File: config.mk
export PLATFORM = sky130hd
export DESIGN_NAME = image_header_size_sniffer
export DESIGN_NICKNAME = d
export VERILOG_FILES = /design/src/design/ihss_pkg.sv /design/src/design/ihss_parser.sv /design/src/design/image_header_size_sniffer.sv
export SDC_FILE = /design/constraint.sdc
export NUM_CORES = 1
export LEC_CHECK = 0
export BUFFER_PORTS_ARGS = -buffer_cell sky130_fd_sc_hd__buf_2
export CELL_PAD_IN_SITES_DETAIL_PLACEMENT = 1
export CELL_PAD_IN_SITES_GLOBAL_PLACEMENT = 1
export CORE_MARGIN = 10
export CORE_UTILIZATION = 52
export DETAILED_ROUTE_END_ITERATION = 6
export GPL_TIMING_DRIVEN = 0
export MAX_ROUTING_LAYER = met4
export PLACE_DENSITY_LB_ADDON = 0.1
export SYNTH_ARGS = -nofsm -noshare
export SYNTH_HDL_FRONTEND = slang
export SYNTH_HIERARCHICAL = 1
export SYNTH_SLANG_ARGS = --single-unit
export TNS_END_PERCENT = 1
File: constraint.sdc
create_clock -name clk -period 9.7 [get_ports clk]
set_input_delay 1.94 -clock clk [delete_from_list [all_inputs] [get_ports clk]]
set_output_delay 1.94 -clock clk [all_outputs]
set_load 0.05 [all_outputs]
File: src/design/ihss_pkg.sv
`default_nettype none
// ----------------------------------------------------------------------------
// ihss_pkg - shared types and constants of the image header size sniffer
// Parser phases, status codes, configuration indexes and header tables.
// ----------------------------------------------------------------------------
package ihss_pkg;

	// Format mode codes
	localparam logic [1:0] MODE_PNG  = 2'd0;
	localparam logic [1:0] MODE_GIF  = 2'd1;
	localparam logic [1:0] MODE_JPEG = 2'd2;

	// Configuration register indexes
	localparam logic CFG_FORMAT_MODE = 1'b0;
	localparam logic CFG_BYTE_LIMIT  = 1'b1;

	localparam logic [15:0] BYTE_LIMIT_RESET = 16'd8196;

	// JPEG marker bytes
	localparam logic [7:0] JPG_FF  = 8'hFF;
	localparam logic [7:0] JPG_SOI = 8'hD8;
	localparam logic [7:0] JPG_RST_LO = 8'hD0;
	localparam logic [7:0] JPG_RST_HI = 8'hD9;
	localparam logic [7:0] JPG_STUFF  = 8'h00;

	typedef enum logic [3:0] {
		PH_IDLE,
		PH_PNG,
		PH_GIF,
		PH_JSOI,
		PH_JSEEK,
		PH_JMARK,
		PH_JLENHI,
		PH_JLENLO,
		PH_JSKIP,
		PH_JSOF
	} phase_t;

	typedef enum logic [1:0] {
		ST_OK     = 2'd0,
		ST_BADSIG = 2'd1,
		ST_SHORT  = 2'd2,
		ST_BADLEN = 2'd3
	} status_t;

	// Parser state held between bytes
	typedef struct packed {
		phase_t      phase;
		logic [15:0] skip;
		logic [2:0]  shift;
		logic [7:0]  marker;
		logic [15:0] fw;
		logic [15:0] fh;
	} parse_state_t;

	// Result decision of one byte
	typedef struct packed {
		logic    valid;
		status_t status;
	} parse_res_t;

	// PNG signature and IHDR tag (bytes 8..11 are the chunk length, unchecked)
	function automatic logic [7:0] png_head(input logic [3:0] idx);
		logic [7:0] v;
		case (idx)
			4'd0:    v = 8'h89;
			4'd1:    v = 8'h50;
			4'd2:    v = 8'h4E;
			4'd3:    v = 8'h47;
			4'd4:    v = 8'h0D;
			4'd5:    v = 8'h0A;
			4'd6:    v = 8'h1A;
			4'd7:    v = 8'h0A;
			4'd12:   v = 8'h49;
			4'd13:   v = 8'h48;
			4'd14:   v = 8'h44;
			4'd15:   v = 8'h52;
			default: v = 8'h00;
		endcase
		return v;
	endfunction

	// GIF signature; the version digit at byte 4 may be 7 or 9
	function automatic logic gif_ok(input logic [2:0] idx, input logic [7:0] b);
		logic ok;
		case (idx)
			3'd0:    ok = (b == 8'h47);
			3'd1:    ok = (b == 8'h49);
			3'd2:    ok = (b == 8'h46);
			3'd3:    ok = (b == 8'h38);
			3'd4:    ok = (b == 8'h37) || (b == 8'h39);
			3'd5:    ok = (b == 8'h61);
			default: ok = 1'b0;
		endcase
		return ok;
	endfunction

	// Start-of-frame markers: C0..CF less DHT, JPG and DAC
	function automatic logic is_sof(input logic [7:0] m);
		return (m[7:4] == 4'hC) && (m != 8'hC4) && (m != 8'hC8) && (m != 8'hCC);
	endfunction

endpackage
`default_nettype wire

File: src/design/ihss_parser.sv
`default_nettype none
// ----------------------------------------------------------------------------
// ihss_parser - per-byte header parser
// Works out the next parser state and any result for one file byte.
// ----------------------------------------------------------------------------
module ihss_parser #(
	parameter int POS_BITS = 16
) (
	input  wire logic [7:0]           data_b,
	input  wire logic                 first,
	input  wire logic                 last,
	input  wire logic [1:0]           mode,
	input  wire logic [15:0]          limit,
	input  wire ihss_pkg::parse_state_t st,
	input  wire logic [POS_BITS-1:0]  pos,
	output ihss_pkg::parse_state_t    nxt,
	output logic [POS_BITS-1:0]       pos_nxt,
	output ihss_pkg::parse_res_t      res
);
	import ihss_pkg::*;

	localparam int LIM_W = (POS_BITS > 16) ? POS_BITS : 16;

	parse_state_t          eff;
	logic [POS_BITS-1:0]   p;
	logic                  mode_bad;
	logic                  at_limit;
	logic [15:0]           seg_len;

	// Restart on a first byte
	always_comb begin
		eff      = st;
		p        = pos;
		mode_bad = 1'b0;
		if (first) begin
			eff = '0;
			p   = '0;
			case (mode)
				MODE_PNG:  eff.phase = PH_PNG;
				MODE_GIF:  eff.phase = PH_GIF;
				MODE_JPEG: eff.phase = PH_JSOI;
				default: begin
					eff.phase = PH_IDLE;
					mode_bad  = 1'b1;
				end
			endcase
		end
	end

	assign at_limit = LIM_W'(p) >= LIM_W'(limit);
	assign seg_len  = {eff.skip[15:8], data_b};

	// Result decision
	always_comb begin
		res.valid  = 1'b0;
		res.status = ST_OK;
		if (mode_bad) begin
			res.valid  = 1'b1;
			res.status = ST_BADSIG;
		end else begin
			unique case (eff.phase)
				PH_IDLE: ;
				PH_PNG: begin
					if (p < POS_BITS'(16)) begin
						if ((p < POS_BITS'(8) || p >= POS_BITS'(12)) &&
						    data_b != png_head(p[3:0])) begin
							res.valid  = 1'b1;
							res.status = ST_BADSIG;
						end
					end else if (p == POS_BITS'(23)) begin
						res.valid = 1'b1;
					end
				end
				PH_GIF: begin
					if (p < POS_BITS'(6)) begin
						if (!gif_ok(p[2:0], data_b)) begin
							res.valid  = 1'b1;
							res.status = ST_BADSIG;
						end
					end else if (p == POS_BITS'(9)) begin
						res.valid = 1'b1;
					end
				end
				PH_JSOI, PH_JSEEK, PH_JMARK, PH_JLENHI, PH_JLENLO, PH_JSKIP,
				PH_JSOF: begin
					if (at_limit) begin
						res.valid  = 1'b1;
						res.status = ST_SHORT;
					end else if (eff.phase == PH_JSOI) begin
						if ((p == '0) ? (data_b != JPG_FF) : (data_b != JPG_SOI)) begin
							res.valid  = 1'b1;
							res.status = ST_BADSIG;
						end
					end else if (eff.phase == PH_JLENLO) begin
						if (seg_len < 16'd2) begin
							res.valid  = 1'b1;
							res.status = ST_BADLEN;
						end
					end else if (eff.phase == PH_JSOF && eff.shift == 3'd4) begin
						res.valid = 1'b1;
					end
				end
				default: ;
			endcase
			// file ended before the size turned up
			if (!res.valid && eff.phase != PH_IDLE && last) begin
				res.valid  = 1'b1;
				res.status = ST_SHORT;
			end
		end
	end

	// Next state
	always_comb begin
		nxt     = eff;
		pos_nxt = p;
		unique case (eff.phase)
			PH_IDLE: ;
			PH_PNG: begin
				if (p == POS_BITS'(18)) nxt.fw = {data_b, 8'h00};
				else if (p == POS_BITS'(19)) nxt.fw[7:0] = data_b;
				else if (p == POS_BITS'(22)) nxt.fh = {data_b, 8'h00};
				else if (p == POS_BITS'(23)) nxt.fh[7:0] = data_b;
			end
			PH_GIF: begin
				if (p == POS_BITS'(6)) nxt.fw = {8'h00, data_b};
				else if (p == POS_BITS'(7)) nxt.fw[15:8] = data_b;
				else if (p == POS_BITS'(8)) nxt.fh = {8'h00, data_b};
				else if (p == POS_BITS'(9)) nxt.fh[15:8] = data_b;
			end
			PH_JSOI: begin
				if (p != '0) nxt.phase = PH_JSEEK;
			end
			PH_JSEEK: begin
				if (data_b == JPG_FF) nxt.phase = PH_JMARK;
			end
			PH_JMARK: begin
				if (data_b == JPG_FF) begin
					nxt.phase = PH_JMARK;
				end else if ((data_b >= JPG_RST_LO && data_b <= JPG_RST_HI) ||
				             data_b == JPG_STUFF) begin
					nxt.phase = PH_JSEEK;
				end else begin
					nxt.marker = data_b;
					nxt.phase  = PH_JLENHI;
				end
			end
			PH_JLENHI: begin
				nxt.skip  = {data_b, 8'h00};
				nxt.phase = PH_JLENLO;
			end
			PH_JLENLO: begin
				if (is_sof(eff.marker)) begin
					nxt.skip  = seg_len;
					nxt.shift = 3'd0;
					nxt.phase = PH_JSOF;
				end else begin
					nxt.skip  = seg_len - 16'd2;
					nxt.phase = (seg_len == 16'd2) ? PH_JSEEK : PH_JSKIP;
				end
			end
			PH_JSKIP: begin
				nxt.skip = eff.skip - 16'd1;
				if (eff.skip == 16'd1) nxt.phase = PH_JSEEK;
			end
			PH_JSOF: begin
				case (eff.shift)
					3'd1:    nxt.fh = {data_b, 8'h00};
					3'd2:    nxt.fh[7:0] = data_b;
					3'd3:    nxt.fw = {data_b, 8'h00};
					3'd4:    nxt.fw[7:0] = data_b;
					default: ;
				endcase
				nxt.shift = eff.shift + 3'd1;
			end
			default: ;
		endcase
		// saturating position count of an open file
		if (eff.phase != PH_IDLE && p != '1) pos_nxt = p + POS_BITS'(1);
		if (res.valid) nxt.phase = PH_IDLE;
	end

endmodule
`default_nettype wire

File: src/design/image_header_size_sniffer.sv
`default_nettype none
// ----------------------------------------------------------------------------
// image_header_size_sniffer - PNG / GIF / JPEG header dimension extractor
// Streams file bytes and returns one status, width and height per file.
// ----------------------------------------------------------------------------
//  channel  signals                                   direction
//  in       in_valid in_ready data_byte first_byte     into block
//           last_byte
//  out      out_valid out_ready status width height    out of block
//  cfg      cfg_we cfg_index cfg_data                  into block
//
// One byte per cycle while results are taken: a byte sits in the input
// register, where the parser decides on it, then any result enters the
// output register. A stalled result holds the input register; a further
// byte is still taken when the input register empties in the same cycle.
// Reset clears the parser to idle; bytes without first_byte are dropped
// when no file is open.
// ----------------------------------------------------------------------------
module image_header_size_sniffer #(
	parameter int POSITION_BITS = 16
) (
	input  wire logic        clk,
	input  wire logic        arst_n,
	input  wire logic        in_valid,
	output logic             in_ready,
	input  wire logic [7:0]  data_byte,
	input  wire logic        first_byte,
	input  wire logic        last_byte,
	output logic             out_valid,
	input  wire logic        out_ready,
	output logic [1:0]       status,
	output logic [15:0]      width,
	output logic [15:0]      height,
	input  wire logic        cfg_we,
	input  wire logic        cfg_index,
	input  wire logic [15:0] cfg_data
);
	import ihss_pkg::*;

	logic [1:0]               format_mode_q;
	logic [15:0]              byte_limit_q;

	logic                     v_s1;
	logic [7:0]               data_s1;
	logic                     first_s1;
	logic                     last_s1;

	parse_state_t             st_q;
	logic [POSITION_BITS-1:0] pos_q;
	parse_state_t             st_nxt;
	logic [POSITION_BITS-1:0] pos_nxt;
	parse_res_t               res;

	logic                     adv;

	// Configuration writes
	always_ff @(posedge clk or negedge arst_n) begin
		if (!arst_n) begin
			format_mode_q <= MODE_PNG;
			byte_limit_q  <= BYTE_LIMIT_RESET;
		end else if (cfg_we) begin
			if (cfg_index == CFG_FORMAT_MODE) format_mode_q <= cfg_data[1:0];
			else byte_limit_q <= cfg_data;
		end
	end

	// Input register advances when the output register can take a result
	assign adv      = v_s1 && (!out_valid || out_ready);
	assign in_ready = !v_s1 || adv;

	always_ff @(posedge clk or negedge arst_n) begin
		if (!arst_n) begin
			v_s1 <= 1'b0;
		end else if (in_ready) begin
			v_s1 <= in_valid;
		end
	end

	always_ff @(posedge clk) begin
		if (in_ready && in_valid) begin
			data_s1  <= data_byte;
			first_s1 <= first_byte;
			last_s1  <= last_byte;
		end
	end

	ihss_parser #(
		.POS_BITS (POSITION_BITS)
	) u_parser (
		.data_b  (data_s1),
		.first   (first_s1),
		.last    (last_s1),
		.mode    (format_mode_q),
		.limit   (byte_limit_q),
		.st      (st_q),
		.pos     (pos_q),
		.nxt     (st_nxt),
		.pos_nxt (pos_nxt),
		.res     (res)
	);

	// Parser state
	always_ff @(posedge clk or negedge arst_n) begin
		if (!arst_n) begin
			st_q  <= '0;
			pos_q <= '0;
		end else if (adv) begin
			st_q  <= st_nxt;
			pos_q <= pos_nxt;
		end
	end

	// Result register
	always_ff @(posedge clk or negedge arst_n) begin
		if (!arst_n) begin
			out_valid <= 1'b0;
		end else if (adv && res.valid) begin
			out_valid <= 1'b1;
		end else if (out_ready) begin
			out_valid <= 1'b0;
		end
	end

	always_ff @(posedge clk) begin
		if (adv && res.valid) begin
			status <= res.status;
			width  <= (res.status == ST_OK) ? st_nxt.fw : 16'd0;
			height <= (res.status == ST_OK) ? st_nxt.fh : 16'd0;
		end
	end

`ifndef ASSERT_OFF
	// a fresh result only comes from a parsed byte
	a_result_source: assert property (@(posedge clk) disable iff (!arst_n)
		(out_valid && !$past(out_valid)) |-> $past(adv && res.valid))
		else $error("result appeared without a parsed byte");

	// sizes are zero on any failure status
	a_zero_on_fail: assert property (@(posedge clk) disable iff (!arst_n)
		(out_valid && status != ST_OK) |-> (width == 16'd0 && height == 16'd0))
		else $error("nonzero size with failure status");

	// a file closes once its result is given
	a_idle_after_result: assert property (@(posedge clk) disable iff (!arst_n)
		(adv && res.valid) |=> (st_q.phase == PH_IDLE))
		else $error("parser still open after result");

	// a held byte is neither lost nor overwritten
	a_s1_hold: assert property (@(posedge clk) disable iff (!arst_n)
		(v_s1 && !adv) |=> (v_s1 && $stable(data_s1) && $stable(first_s1)))
		else $error("held byte changed");

	// frame field counter never runs past the width low byte
	a_shift_range: assert property (@(posedge clk) disable iff (!arst_n)
		(st_q.phase == PH_JSOF) |-> (st_q.shift <= 3'd4))
		else $error("frame field counter overran");
`endif

endmodule
`default_nettype wire

# Word level (Yosys, flattened, before mapping)
# Memories as Yosys holds them, arrays and structs flattened.
# Index checks and enable logic that the tools add are counted.
dict set report classes {
  add_sub_neg 4
  mul 0
  div 0
  order_cmp 8
  n_eq_ne 46
  shifts 0
  muxes 71
  n_bitwise 1
  n_reduce_logical 32
}
# operator n
set op_table {}
lappend op_table {{$mux 8} 20}
lappend op_table {{$mux 16} 6}
lappend op_table {{$pmux 32 s3} 1}
lappend op_table {{$eq 16x5->1 const B} 4}
lappend op_table {{$mux 63} 1}
lappend op_table {{$pmux 16 s3} 1}
lappend op_table {{$ne 8x8->1 const B} 5}
lappend op_table {{$eq 16x3->1 const B} 2}
lappend op_table {{$eq 16x4->1 const B} 2}
lappend op_table {{$eq 8x7->1 const B} 4}
lappend op_table {{$pmux 8 s2} 2}
lappend op_table {{$mux 3} 10}
lappend op_table {{$eq 8x6->1 const B} 3}
lappend op_table {{$pmux 4 s6} 1}
lappend op_table {{$mux 20} 1}
lappend op_table {{$mux 4} 5}
lappend op_table {{$add 16x1->16 const B} 1}
lappend op_table {{$eq 16x1->1 const B} 1}
lappend op_table {{$eq 16x2->1 const B} 1}
lappend op_table {{$eq 4x3->1 const B} 4}
lappend op_table {{$ge 16x16->1} 1}
lappend op_table {{$ge 16x4->1 const B} 1}
lappend op_table {{$logic_not 16->1} 1}
lappend op_table {{$lt 16x2->1 const B} 1}
lappend op_table {{other kinds (38)} 83}
dict set report totals {
  reg_bits 143
  latchBits 0
  mem_bits_rw 0
  mem_bits_ro 112
  in_bits 32
  n_memories 1
}
# name words word_bits read_ports rd_ports_with_merged_regs write_ports line
set mem_list {}
lappend mem_list {{(name not given)} 16 7 1 0 0 ihss_pkg.sv:65} ;# case (idx)

# Logic depth before layout (Yosys ltp)
# Gate-level depths: netlist (run 1).
dict set report depth {
  ltp_word 19
  mapped_depth 20
  ltp_nobuf 12
}

# Cells and area by module
# The synthesis (run 1) kept the hierarchy.
# mod instances cells_each area_each_um2 seq_area_each_um2
set modules_own_cells {}
lappend modules_own_cells {image_header_size_sniffer 1 296 5272.6 3801.1}
lappend modules_own_cells {ihss_parser 1 628 3985.1 0.0}

# Worst setup path after synthesis (run 1)
# Ideal clock, no wire load.
dict set report synth_path {
  path_kind {register to register}
  start {reg first_s1}
  end {reg height[0] (enable)}
  arrival_ns 4.992
  t_required_ns 9.275
  setup_slack_ns 4.283
  path_stages_with_launch 19
  path_cell_list {edfxtp_1 -> buf_2 -> clkbuf_1 -> buf_2 -> buf_4 -> buf_4 -> clkbuf_1 -> clkbuf_1 -> nand2b_1 -> inv_1 -> ha_1 -> ha_1 -> a221oi_1 -> xor2_1 -> a41o_1 -> nand4b_4 -> or2_1 -> nand2_1 -> nor2_1}
}
# item line
set synth_lines {}
lappend synth_lines {{start: declaration} image_header_size_sniffer.sv:45} ;# logic first_s1;
lappend synth_lines {{start signal: assignment} image_header_size_sniffer.sv:82} ;# first_s1 <= first_byte;
lappend synth_lines {{end signal: assignment} image_header_size_sniffer.sv:128} ;# height <= (res.status == ST_OK) ? st_nxt.fh : 16'd0;
lappend synth_lines {{end: declaration} image_header_size_sniffer.sv:33} ;# output logic [15:0] height,

==> results of run 1 <==
-- worst max-delay path, stage by stage (launching register included) --
cell      delay, ns
edfxtp_1       0.31
buf_2          0.24
clkbuf_1       0.47
buf_2          0.32
buf_4          0.23
buf_4          0.23
clkbuf_1       0.51
clkbuf_1       0.50
buf_1          0.67
nor2b_1        0.14
ha_1           0.34
o21a_1         0.12
nor2_1         0.04
o41ai_1        0.55
a21oi_1        0.28
o21ai_0        0.67
or2_1          0.23
nand2_1        0.13
nor2_4         0.80
-- area by class of cell --
| type | instances | share of cell area, % |
|---|---|---|
| multi-input combinational | 695 | 48.65 |
| sequential | 143 | 36.33 |
| clock buffer | 17 | 4.066 |
| timing repair buffer | 68 | 3.492 |
| tap | 225 | 2.690 |
| buffer | 50 | 2.272 |
| inverter | 36 | 1.291 |
| clock inverter | 15 | 1.208 |
-- cell usage after synthesis (5+ instances only) --
cell and count:
buf_2 10, o21ai_0 46, edfxtp_1 44, a22o_1 27
and2_1 39, nand2_1 56, nand3_1 21, ha_1 34
o211ai_1 7, nand3b_1 5, xnor2_1 19, inv_1 36
a31oi_1 8, nor4_1 8, mux2_4 10, a221o_1 9
a22oi_1 14, dfrtp_1 97, a21oi_1 25, nor2b_1 32
nand2b_1 26, nor2_1 73, xor2_1 11, nor3_1 30
a211oi_1 5, a211o_1 5, or3_1 6, mux2_2 92
o221ai_1 5, clkbuf_1 32
-- sequential cells by signal (all words and copies together) (netlist names) --
| signal | cells |
|---|---|
| byte_limit_q | 16 |
| width | 16 |
| first_s1 | 1 |
| status | 2 |
| v_s1 | 1 |
| out_valid | 1 |
| last_s1 | 1 |
| format_mode_q | 2 |
| pos_q | 16 |
| height | 16 |
| data_s1 | 8 |
| st_q | 63 |
-- power by group through the flow --
stage          Clock, mW  Sequential [mW]  Combinational (mW)
3_5_place_dp           0            0.750               0.664
5_1_grt            0.666            0.746               0.720
2_1_floorplan          0            0.860               0.350
6_report           0.630            0.738               0.675
4_1_cts            0.634            0.739               0.670
3_3_place_gp           0            0.745               0.640
-- through the flow --
stage | instance area [sq um] | hold slack [ns]
3_5_place_dp | 9912 | 0.4874
4_1_cts | 10460 | 0.5016
6_report | 10460 | 0.5002
3_3_place_gp | 9874 | 0.4786
2_1_floorplan | 9258 | 0.4710
5_1_grt | 10460 | 0.5202
-- layout by cell type, fill, tap and decap left out, types with 10 or more instances in the layout --
master,netlist,layout
nand2b_1,26,26
a21oi_1,25,25
mux2_4,10,10
dfrtp_1,97,97
nor2_1,73,72
ha_1,34,34
nor2b_1,32,32
nand2_1,56,56
nand3_1,21,21
nor3_1,30,30
a22oi_1,14,14
clkbuf_16,0,17
buf_2,10,76
xnor2_1,19,19
inv_1,36,36
edfxtp_1,44,44
a22o_1,27,27
xor2_1,11,11
mux2_2,92,92
and2_1,39,39
o21ai_0,46,46
clkbuf_1,32,32
-- worst paths after layout --
path / from / to / slack, ns / depth (start not counted)
worst max-delay path: first_s1 / height[5] / 2.49 / 18
worst min-delay path: st_q[3] / st_q[3] / 0.50 / 1
worst max register to register: first_s1 / height[5] / 2.49 / 18
worst min register to register: st_q[3] / st_q[3] / 0.50 / 1
max in group asynchronous: arst_n / byte_limit_q[13] / 7.50 / 2
min in group asynchronous: arst_n / byte_limit_q[9] / 1.48 / 1
-- kinds of logic (layout without fill, tap and decap cells) --
| group | Yosys count | in the layout | synth area share [%] |
|---|---|---|---|
| buffers and inverters | 86 | 186 | 4.028 |
| AND/OR/NAND/NOR | 333 | 333 | 19.33 |
| adder cells (fa/ha/maj) | 34 | 34 | 4.595 |
| AO/OA/AOI/OAI | 195 | 195 | 15.23 |
| multiplexers | 103 | 103 | 12.92 |
| flip-flops | 143 | 143 | 41.06 |
| XOR/XNOR | 30 | 30 | 2.838 |
-- metal layers --
metal / track usage (%) / vias to the layer above
met5: - / -
li1: - / 3552
met2: 41.35 / 283
met4: 7.287 / 0
met3: 4.012 / 50
met1: 31.46 / 3930
==> results.py, run 1 <==
metrics = {
    "sta": {
        "tightest_slew_ns": 1.071,
        "finClkSkew_ns": 0.009743,
        "min_period_ns": 7.211,
        "final_hold_viol_count": 0,
        "fin_ws_ns": 2.489,
        "maxSlewViolCount": 0,
        "fin_tns_setup_ns": 0,
        "fmax_mhz": 138.7,
        "slew_headroom_pct": 28.26,
        "rsz0062_at_grt": "no",
        "setup_violations": 0,
        "finalCritPeriodShare_pct": 74.34,
    },
    "placement": {
        "dp.cells": 1217,
        "dp_hpwl_mm": 21.12,
        "dp_slack_ns": 2.623,
        "gp_congestion": 0.9457,
        "io_buffers": 67,
    },
    "floorplan": {
        "initial_utilization_pct": 53.34,
        "row_count": 48,
        "dieArea_sq_mm": 0.02354,
        "ios": 68,
        "core_sq_mm": 0.01736,
        "dieWidth_microns": 153.4,
        "fp.dieH_microns": 153.4,
    },
    "drt": {
        "viasPerCell": 6.257,
        "top_layer_used": "met4",
        "wirelength_met1_mm": 12.93,
        "routed_wl_mm": 29.32,
        "antenna_left": 0,
        "dr_wl_met3_mm": 1.563,
        "drt-pass1-iter-count": 6,
        "drt-initial-drc-count": 739,
        "post_drt_wl_per_cell_microns": 23.47,
        "vias": 7815,
        "drcViolationCount": 0,
        "wl_met2_mm": 14.20,
    },
    "power_and_ir_drop": {
        "p_int_mw": 1.233,
        "pwr-share-clk_pct": 30.8,
        "cellPowerDensity_mw_per_mm2": 195.3,
        "netSwitchingFraction_pct": 39.65,
        "p_seq_share_pct": 36.1,
        "p_comb_share_pct": 33.0,
        "ir_drop_v": 0.0001334,
        "leakage_nw": 4.557,
        "finalPower_mw": 2.043,
        "p_sw_uw": 810.1,
    },
    "clock_network": {
        "hold_buffers": 0,
        "tritoncts": "done",
        "cts_buffer_depth": 2,
        "clk_pin_slew_worst_paths_ns": 0.06,
        "htree_levels": 4,
        "post-cts-setup-buffer-count": 0,
        "cts_sinks": 143,
        "clock-root-buffer": "clkbuf_16",
        "clk_latency_ns": 0.43,
        "cts-buffers-inserted": 17,
        "ctsResizeCount": 0,
    },
    "yosys": {
        "ys_async_sr_fraction_pct": 69.23,
        "synth_top_cell_area_share_pct": 26.22,
        "synth_edf_count": 44,
        "syn_area_per_cell_sq_um": 10.02,
        "yosysTopAreaCell": "dfrtp_1",
        "syn-cell-area_sq_mm": 0.009258,
        "yosys_warnings": 6,
        "ys_types": 81,
        "synth.net_count": 990,
        "synth_area_leaders": "dfrtp_1, edfxtp_1, mux2_2, ha_1, nor2_1",
        "synthCells": 924,
        "synth_ff_type": "dfrtp_1",
        "yosys_register_bits": 143,
        "ys_seq_area_share_pct": 41.06,
    },
    "hold_path": {
        "hold_path.class": "reg2reg",
    },
    "grt": {
        "grt_max_degree": 64,
        "grt_pass1_wl_mm": 46.43,
        "grt-ovfl-total": 0,
        "antenna_found_initial": 0,
        "grt_pass1_vias": 8389,
        "grtUsageTotal_pct": 25.17,
    },
    "layout": {
        "regArea_sq_mm": 0.003801,
        "nets": 1077,
        "fin_util_pct": 60.29,
        "multi_input_area_sq_mm": 0.005091,
        "syn2layout_area_growth_pct": 13.03,
        "diodes": 0,
        "final_cells": 1249,
        "fillerInstances": 1959,
        "drive_above_1_share_pct": 22.75,
    },
    "critical_path": {
        "cp-start-kind": "flip-flop",
        "worstPathRequired_ns": 9.75,
        "arrival_ns": 7.26,
        "worstPathMaxFanout": 34,
        "critical_path_class": "reg2reg",
        "end_kind": "flip-flop",
    },
    "flow_run": {
        "cap_violations": 0,
    },
    "run_status": {
        "status": "finished, final reports clean",
    },
}
Power figures use the tool's default switching activity.
==> inputs of run 2 (changes only) <==
Settings changed: CORE_UTILIZATION 52 to 44.
Clock period 9.7 ns to 6.35 ns, I/O delays scaled along.
==> run 2 against run 1 <==
- cell area grew 0.91%
- register-to-register slack lost 2.0 ns
- utilization shrank 9.7 points
- non-clock buffer count shrank 1
- hold slack gained 0.00075 ns
- flip-flop and latch count is the same
- clock skew shrank 0.0016 ns
- largest power group unchanged
==> results.py, run 2 (synthesis results as in run 1) <==
metrics = {
    "placement": {
        "dp.cells": 1267,
        "dp_slack_ns": -0.5468,
        "gp_congestion": 0.8949,
        "dpl_cell_area_sq_mm": 0.009975,
        "io_buffers": 67,
        "dp_hpwl_mm": 20.29,
    },
    "sta": {
        "tightest_slew_ns": 1.040,
        "min_period_ns": 5.869,
        "finClkSkew_ns": 0.008157,
        "final_hold_viol_count": 0,
        "finalCritPeriodShare_pct": 92.42,
        "setup_violations": 0,
        "fmax_mhz": 170.4,
        "rsz0062_at_grt": "no",
        "slew_headroom_pct": 30.03,
        "maxSlewViolCount": 0,
        "fin_ws_ns": 0.4815,
    },
    "power_and_ir_drop": {
        "cellPowerDensity_mw_per_mm2": 296.0,
        "leakage_nw": 4.589,
        "finalPower_mw": 3.125,
        "ir_drop_v": 0.0001590,
    },
    "clock_network": {
        "cts_sinks": 143,
        "tritoncts": "done",
        "post-cts-setup-buffer-count": 0,
        "cts-buffers-inserted": 17,
        "clock-root-buffer": "clkbuf_16",
        "cts_buffer_depth": 2,
        "clk_pin_slew_worst_paths_ns": 0.07,
        "htree_levels": 4,
        "clk_latency_ns": 0.43,
    },
    "layout": {
        "largest_register": "st_q",
        "mostFrequentLayoutCells": "dfrtp_1, mux2_2, buf_2",
        "syn2layout_area_growth_pct": 14.06,
        "diodes": 0,
        "design_area_sq_mm": 0.01056,
        "fin_util_pct": 50.55,
        "nets": 1077,
        "final_common_cell": "dfrtp_1",
        "fillerInstances": 2363,
        "largest_register_ffs": 63,
        "final_cells": 1299,
        "drive_above_1_share_pct": 23.34,
    },
    "floorplan": {
        "fp.dieH_microns": 165.1,
        "initial_utilization_pct": 44.32,
        "row_count": 53,
        "dieWidth_microns": 165.1,
        "core_sq_mm": 0.02089,
        "dieArea_sq_mm": 0.02724,
        "ios": 68,
    },
    "drt": {
        "antenna_left": 0,
        "post_drt_wl_per_cell_microns": 21.60,
        "vias": 7601,
        "viasPerCell": 5.851,
        "routed_wl_mm": 28.06,
        "drcViolationCount": 0,
        "drt-pass1-iter-count": 5,
        "drt-initial-drc-count": 411,
    },
    "critical_path": {
        "worstPathRequired_ns": 6.54,
        "cp-start-kind": "flip-flop",
        "arrival_ns": 6.05,
        "worstPathMaxFanout": 19,
        "critical_path_class": "reg2reg",
        "end_kind": "flip-flop",
    },
    "grt": {
        "grt-ovfl-total": 0,
        "grt_max_degree": 65,
        "grt_pass1_vias": 8074,
        "grt_pass1_wl_mm": 45.22,
        "grtUsageTotal_pct": 21.80,
        "antenna_found_initial": 0,
    },
    "run_status": {
        "status": "finished, final reports clean",
    },
    "flow_run": {
        "cap_violations": 0,
    },
    "hold_path": {
        "hold_path.class": "reg2reg",
    },
}
-- run 2: cell count changes in the layout (fill, tap and decap cells not counted) --
| cell | delta |
|---|---|
| o21ai_0 | -1 |
| nor2_4 | +1 |
| clkinv_8 | +2 |
| buf_2 | +1 |
| o21ai_1 | +1 |
| buf_1 | -1 |
| clkinv_1 | -1 |
| clkinv_4 | -3 |
| clkinvlp_4 | -2 |
| inv_8 | +2 |
| clkbuf_1 | -4 |
| clkinv_2 | +2 |
| clkbuf_2 | +3 |
-- run 2: critical path: stages (launching register included) --
cell,delay [ns]
edfxtp_1,0.32
buf_2,0.37
buf_2,0.30
buf_4,0.22
buf_4,0.22
clkbuf_2,0.33
clkbuf_2,0.42
nand2b_1,0.28
ha_1,0.34
and2b_1,0.22
mux2_2,0.33
or4b_1,0.46
o311a_2,0.18
o41ai_4,0.41
nand4b_4,0.19
o22ai_1,0.36
nor2_1,0.18
clkbuf_1,0.24
and2_1,0.23
-- run 2: area by class of cell --
type / instances / area (sq um) / share of cell area, %
buffer: 49 / 239.0 / 2.263
clock inverter: 15 / 146.4 / 1.386
timing repair buffer: 68 / 365.4 / 3.460
sequential: 143 / 3801 / 36.00
tap: 275 / 344.1 / 3.259
multi-input combinational: 696 / 5102 / 48.32
inverter: 36 / 135.1 / 1.280
clock buffer: 17 / 425.4 / 4.029
-- run 2: what timing repair did --
| item | 4_1_cts | 5_1_grt |
|---|---|---|
| endpoints found under the setup margin | 66 | 64 |
| resized for setup | 5 | 2 |
| pin swaps | 1 | 0 |
| hold buffers | 0 | 0 |
| gates cloned | 1 | 0 |
-- run 2: final timing paths --
check	start	end	slack, ns	depth (start not counted)
setup / recovery	first_s1	height[14]	0.48	18
hold / removal	st_q[40]	st_q[40]	0.50	1
setup reg to reg	first_s1	height[14]	0.48	18
hold reg to reg	st_q[40]	st_q[40]	0.50	1
max in group asynchronous	arst_n	byte_limit_q[2]	4.79	2
min in group asynchronous	arst_n	st_q[29]	0.81	1
-- run 2: through the flow --
stage,TNS (ns),hold slack [ns]
after floorplan,0,0.4710
after global placement,-68.01,0.4809
after detailed placement,-28.47,0.4865
after CTS,-0.0001639,0.5013
after global routing,0,0.5283
final,0,0.5010
-- run 2: where the power goes --
part,total [mW],internal (mW),switching [mW]
Sequential,1.12,1.06,0.0600
Combinational,1.01,0.310,0.704
Clock,0.987,0.521,0.466
-- run 2: per-layer routing --
layer / vias to the layer above / share of wire (%) / global-route usage, % / routed length, microns
met5: - / 0 / - / 0
met4: 0 / 2.6 / 7.528 / 742
met3: 42 / 4.7 / 2.776 / 1311
met2: 172 / 49 / 35.71 / 13640
met1: 3831 / 44 / 27.34 / 12360
li1: 3556 / - / - / -
==> inputs of run 3 (changes only) <==
Settings changed: CORE_UTILIZATION 44 to 43, SYNTH_HIERARCHICAL 1 to not set.
==> run 3 against run 2 <==
- sequential power barely moved
- via count increased by 7.1%
- final cell count up 1.5%
- synthesized area shrank 0.11%
- flip-flop and latch count is the same
- cell area is essentially flat
- combinational power up 24%
- critical endpoint is now width[7]
- largest cell class unchanged
==> results.py, run 3 <==
metrics = {
    "sta": {
        "rsz0062_at_grt": "no",
        "tightest_slew_ns": 1.321,
        "finClkSkew_ns": 0.01547,
        "finalCritPeriodShare_pct": 93.07,
        "setup_violations": 0,
        "min_period_ns": 5.910,
        "slew_headroom_pct": 11.41,
        "fmax_mhz": 169.2,
        "final_hold_viol_count": 0,
        "maxSlewViolCount": 0,
    },
    "yosys": {
        "syn-cell-area_sq_mm": 0.009248,
        "ys_types": 90,
        "synthCells": 945,
        "synth_edf_count": 44,
        "ys_async_sr_fraction_pct": 69.23,
        "synthXorXnorAreaFrac_pct": 2.841,
        "synth_top_cell_area_share_pct": 26.25,
        "ys_seq_area_share_pct": 41.10,
        "yosysMostFrequentCell": "dfrtp_1",
        "yosysTopAreaCell": "dfrtp_1",
        "yosys-mux-area-fraction_pct": 2.882,
        "yosys.area_share.simple_pct": 17.06,
        "synthAdderAreaFrac_pct": 4.600,
        "synth_ff_type": "dfrtp_1",
        "synth-compound-area-share_pct": 26.28,
        "synth.net_count": 1011,
        "yosys_warnings": 0,
        "synth_top_family_by_area": "compound AO/OA/AOI/OAI gates",
        "synthTopCellsByCount": "dfrtp_1, nand2_1, nor2_1",
        "synth_area_leaders": "dfrtp_1, edfxtp_1, ha_1, a22o_1, a2111oi_2",
        "syn_area_per_cell_sq_um": 9.786,
        "yosys_register_bits": 143,
    },
    "power_and_ir_drop": {
        "cellPowerDensity_mw_per_mm2": 321.5,
        "leakage_nw": 4.159,
        "ir_drop_v": 0.0001942,
    },
    "grt": {
        "grtUsageTotal_pct": 22.44,
        "grt-ovfl-total": 0,
        "antenna_found_initial": 0,
        "grt_pass1_wl_mm": 48.76,
        "grt_pass1_vias": 8413,
        "grt_max_degree": 54,
    },
    "drt": {
        "wirelength_met1_mm": 13.85,
        "drt-pass1-iter-count": 5,
        "antenna_left": 0,
        "wl_met2_mm": 14.29,
        "routed_wl_mm": 30.67,
        "vias": 8141,
        "viasPerCell": 6.172,
        "drcViolationCount": 0,
        "top_layer_used": "met4",
        "drt-initial-drc-count": 660,
        "dr_wl_met3_mm": 2.085,
        "post_drt_wl_per_cell_microns": 23.25,
    },
    "clock_network": {
        "post-cts-setup-buffer-count": 0,
        "tritoncts": "done",
        "clk_pin_slew_worst_paths_ns": 0.07,
        "clock-root-buffer": "clkbuf_16",
        "cts_sinks": 143,
        "cts_buffer_depth": 2,
        "clk_latency_ns": 0.44,
        "cts-buffers-inserted": 17,
        "htree_levels": 4,
        "hold_buffers": 0,
    },
    "placement": {
        "gp_congestion": 0.9064,
        "dpl_cell_area_sq_mm": 0.009958,
        "io_buffers": 67,
        "dp_hpwl_mm": 22.41,
    },
    "floorplan": {
        "core_sq_mm": 0.02109,
        "ios": 68,
        "initial_utilization_pct": 43.85,
        "fp.dieH_microns": 166.7,
        "dieArea_sq_mm": 0.02777,
        "dieWidth_microns": 166.7,
        "row_count": 53,
    },
    "critical_path": {
        "r2r_slack_ns": 0.44,
        "reg2reg_to": "width[7]",
        "worst_r2r_path_depth": 18,
        "critical_path_class": "reg2reg",
        "cp-start-kind": "flip-flop",
        "worstPathRequired_ns": 6.44,
        "arrival_ns": 6.00,
        "worstReg2RegStart": "first_s1",
        "end_kind": "flip-flop",
        "worstPathMaxFanout": 34,
    },
    "layout": {
        "syn2layout_area_growth_pct": 14.15,
        "fin_util_pct": 50.06,
        "largest_register": "st_q",
        "diodes": 0,
        "largest_register_ffs": 63,
        "nets": 1097,
        "final_common_cell": "dfrtp_1",
        "mostFrequentLayoutCells": "dfrtp_1, buf_2, nand2_1",
        "design_area_sq_mm": 0.01056,
        "drive_above_1_share_pct": 19.64,
    },
    "run_status": {
        "status": "finished, final reports clean",
    },
    "hold_path": {
        "worstHoldStart": "st_q[41]",
        "hold_depth": 1,
        "hold_path_end": "st_q[41]",
        "hold_path.class": "reg2reg",
    },
    "flow_run": {
        "cap_violations": 0,
    },
}
## run 3: changes by cell type in the layout (fill, tap and decap cells not counted), moves of 11 or more
cell       previous run  this run
nor2_1               72        56
nand2_1              56        84
a2111oi_2             0        24
a22o_1               27        46
nor3_1               30        18
mux2_2               92        21
a22oi_1              14        32
and2_1               39        13
clkbuf_1             28        39
## run 3: worst max path at each step
| stage | slack, ns | depth (start not counted) | to | from |
|---|---|---|---|---|
| final | 0.44 | 18 | width[7] | first_s1 |
| after global placement | -0.77 | 19 | width[13] | first_s1 |
| after CTS | 0.18 | 19 | height[0] | first_s1 |
| after global routing | 0.10 | 18 | height[0] | first_s1 |
| after detailed placement | -0.33 | 19 | width[6] | first_s1 |
| after floorplan | 1.52 | 19 | height[0] | first_s1 |
## run 3: final cells by class
| type | instances | area [sq um] |
|---|---|---|
| fill | 2441 | 10530 |
| buffer | 71 | 354.1 |
| tap | 275 | 344.1 |
| multi-input combinational | 696 | 4971 |
| inverter | 34 | 127.6 |
| timing repair buffer | 68 | 365.4 |
| sequential | 143 | 3801 |
| clock buffer | 17 | 425.4 |
| clock inverter | 15 | 167.7 |
## run 3: logic make-up (layout without fill, tap and decap cells)
family          count (synthesis)  after routing
xor+xnor                       30             30
fa+ha+maj                      34             34
buf+inv                       106            205
simple gates                  303            303
compound gates                305            305
flops                         143            143
mux                            24             24
## run 3: stage by stage
step	worst slack [ns]	hold WS, ns	cells	TNS [ns]	total power, mW
2_1_floorplan	1.524	0.4566	945	0	2.015
3_3_place_gp	-0.7660	0.4761	1287	-25.91	2.358
3_5_place_dp	-0.3294	0.4840	1288	-11.10	2.387
4_1_cts	0.1770	0.5003	1320	0	3.402
5_1_grt	0.1037	0.5256	1319	0	3.558
6_report	0.4398	0.5017	1319	0	3.394
## run 3: worst max-delay path: stages (launching register included)
cell	delay, ns
edfxtp_1	0.32
buf_4	0.19
buf_6	0.17
buf_6	0.17
buf_6	0.16
buf_2	0.30
buf_2	0.36
buf_2	0.50
buf_1	0.57
nor2b_1	0.14
ha_1	0.34
a21oi_1	0.07
o21ai_0	0.28
nor2_1	0.10
o21a_1	0.15
or2_2	0.30
clkbuf_1	0.18
o211ai_1	0.66
o31a_4	0.54
## run 3: power breakdown
group          switching (mW)  total (mW)  internal [mW]
Combinational           0.918        1.25          0.335
Clock                   0.483        1.01          0.528
Sequential             0.0574        1.13           1.07
Total                    1.46        3.39           1.93
## run 3: routing by layer
| metal | GRT usage [%] | vias to the layer above |
|---|---|---|
| met1 | 29.76 | 4084 |
| li1 | - | 3746 |
| met4 | 5.842 | 0 |
| met2 | 34.00 | 278 |
| met3 | 5.060 | 33 |
| met5 | - | - |
## run 3: repair_timing
item / in CTS / in global routing
hold endpoints to repair: 0 / 0
endpoints found under the setup margin: 34 / 34
gates resized for setup: 2 / 0
cloned: 0 / 0
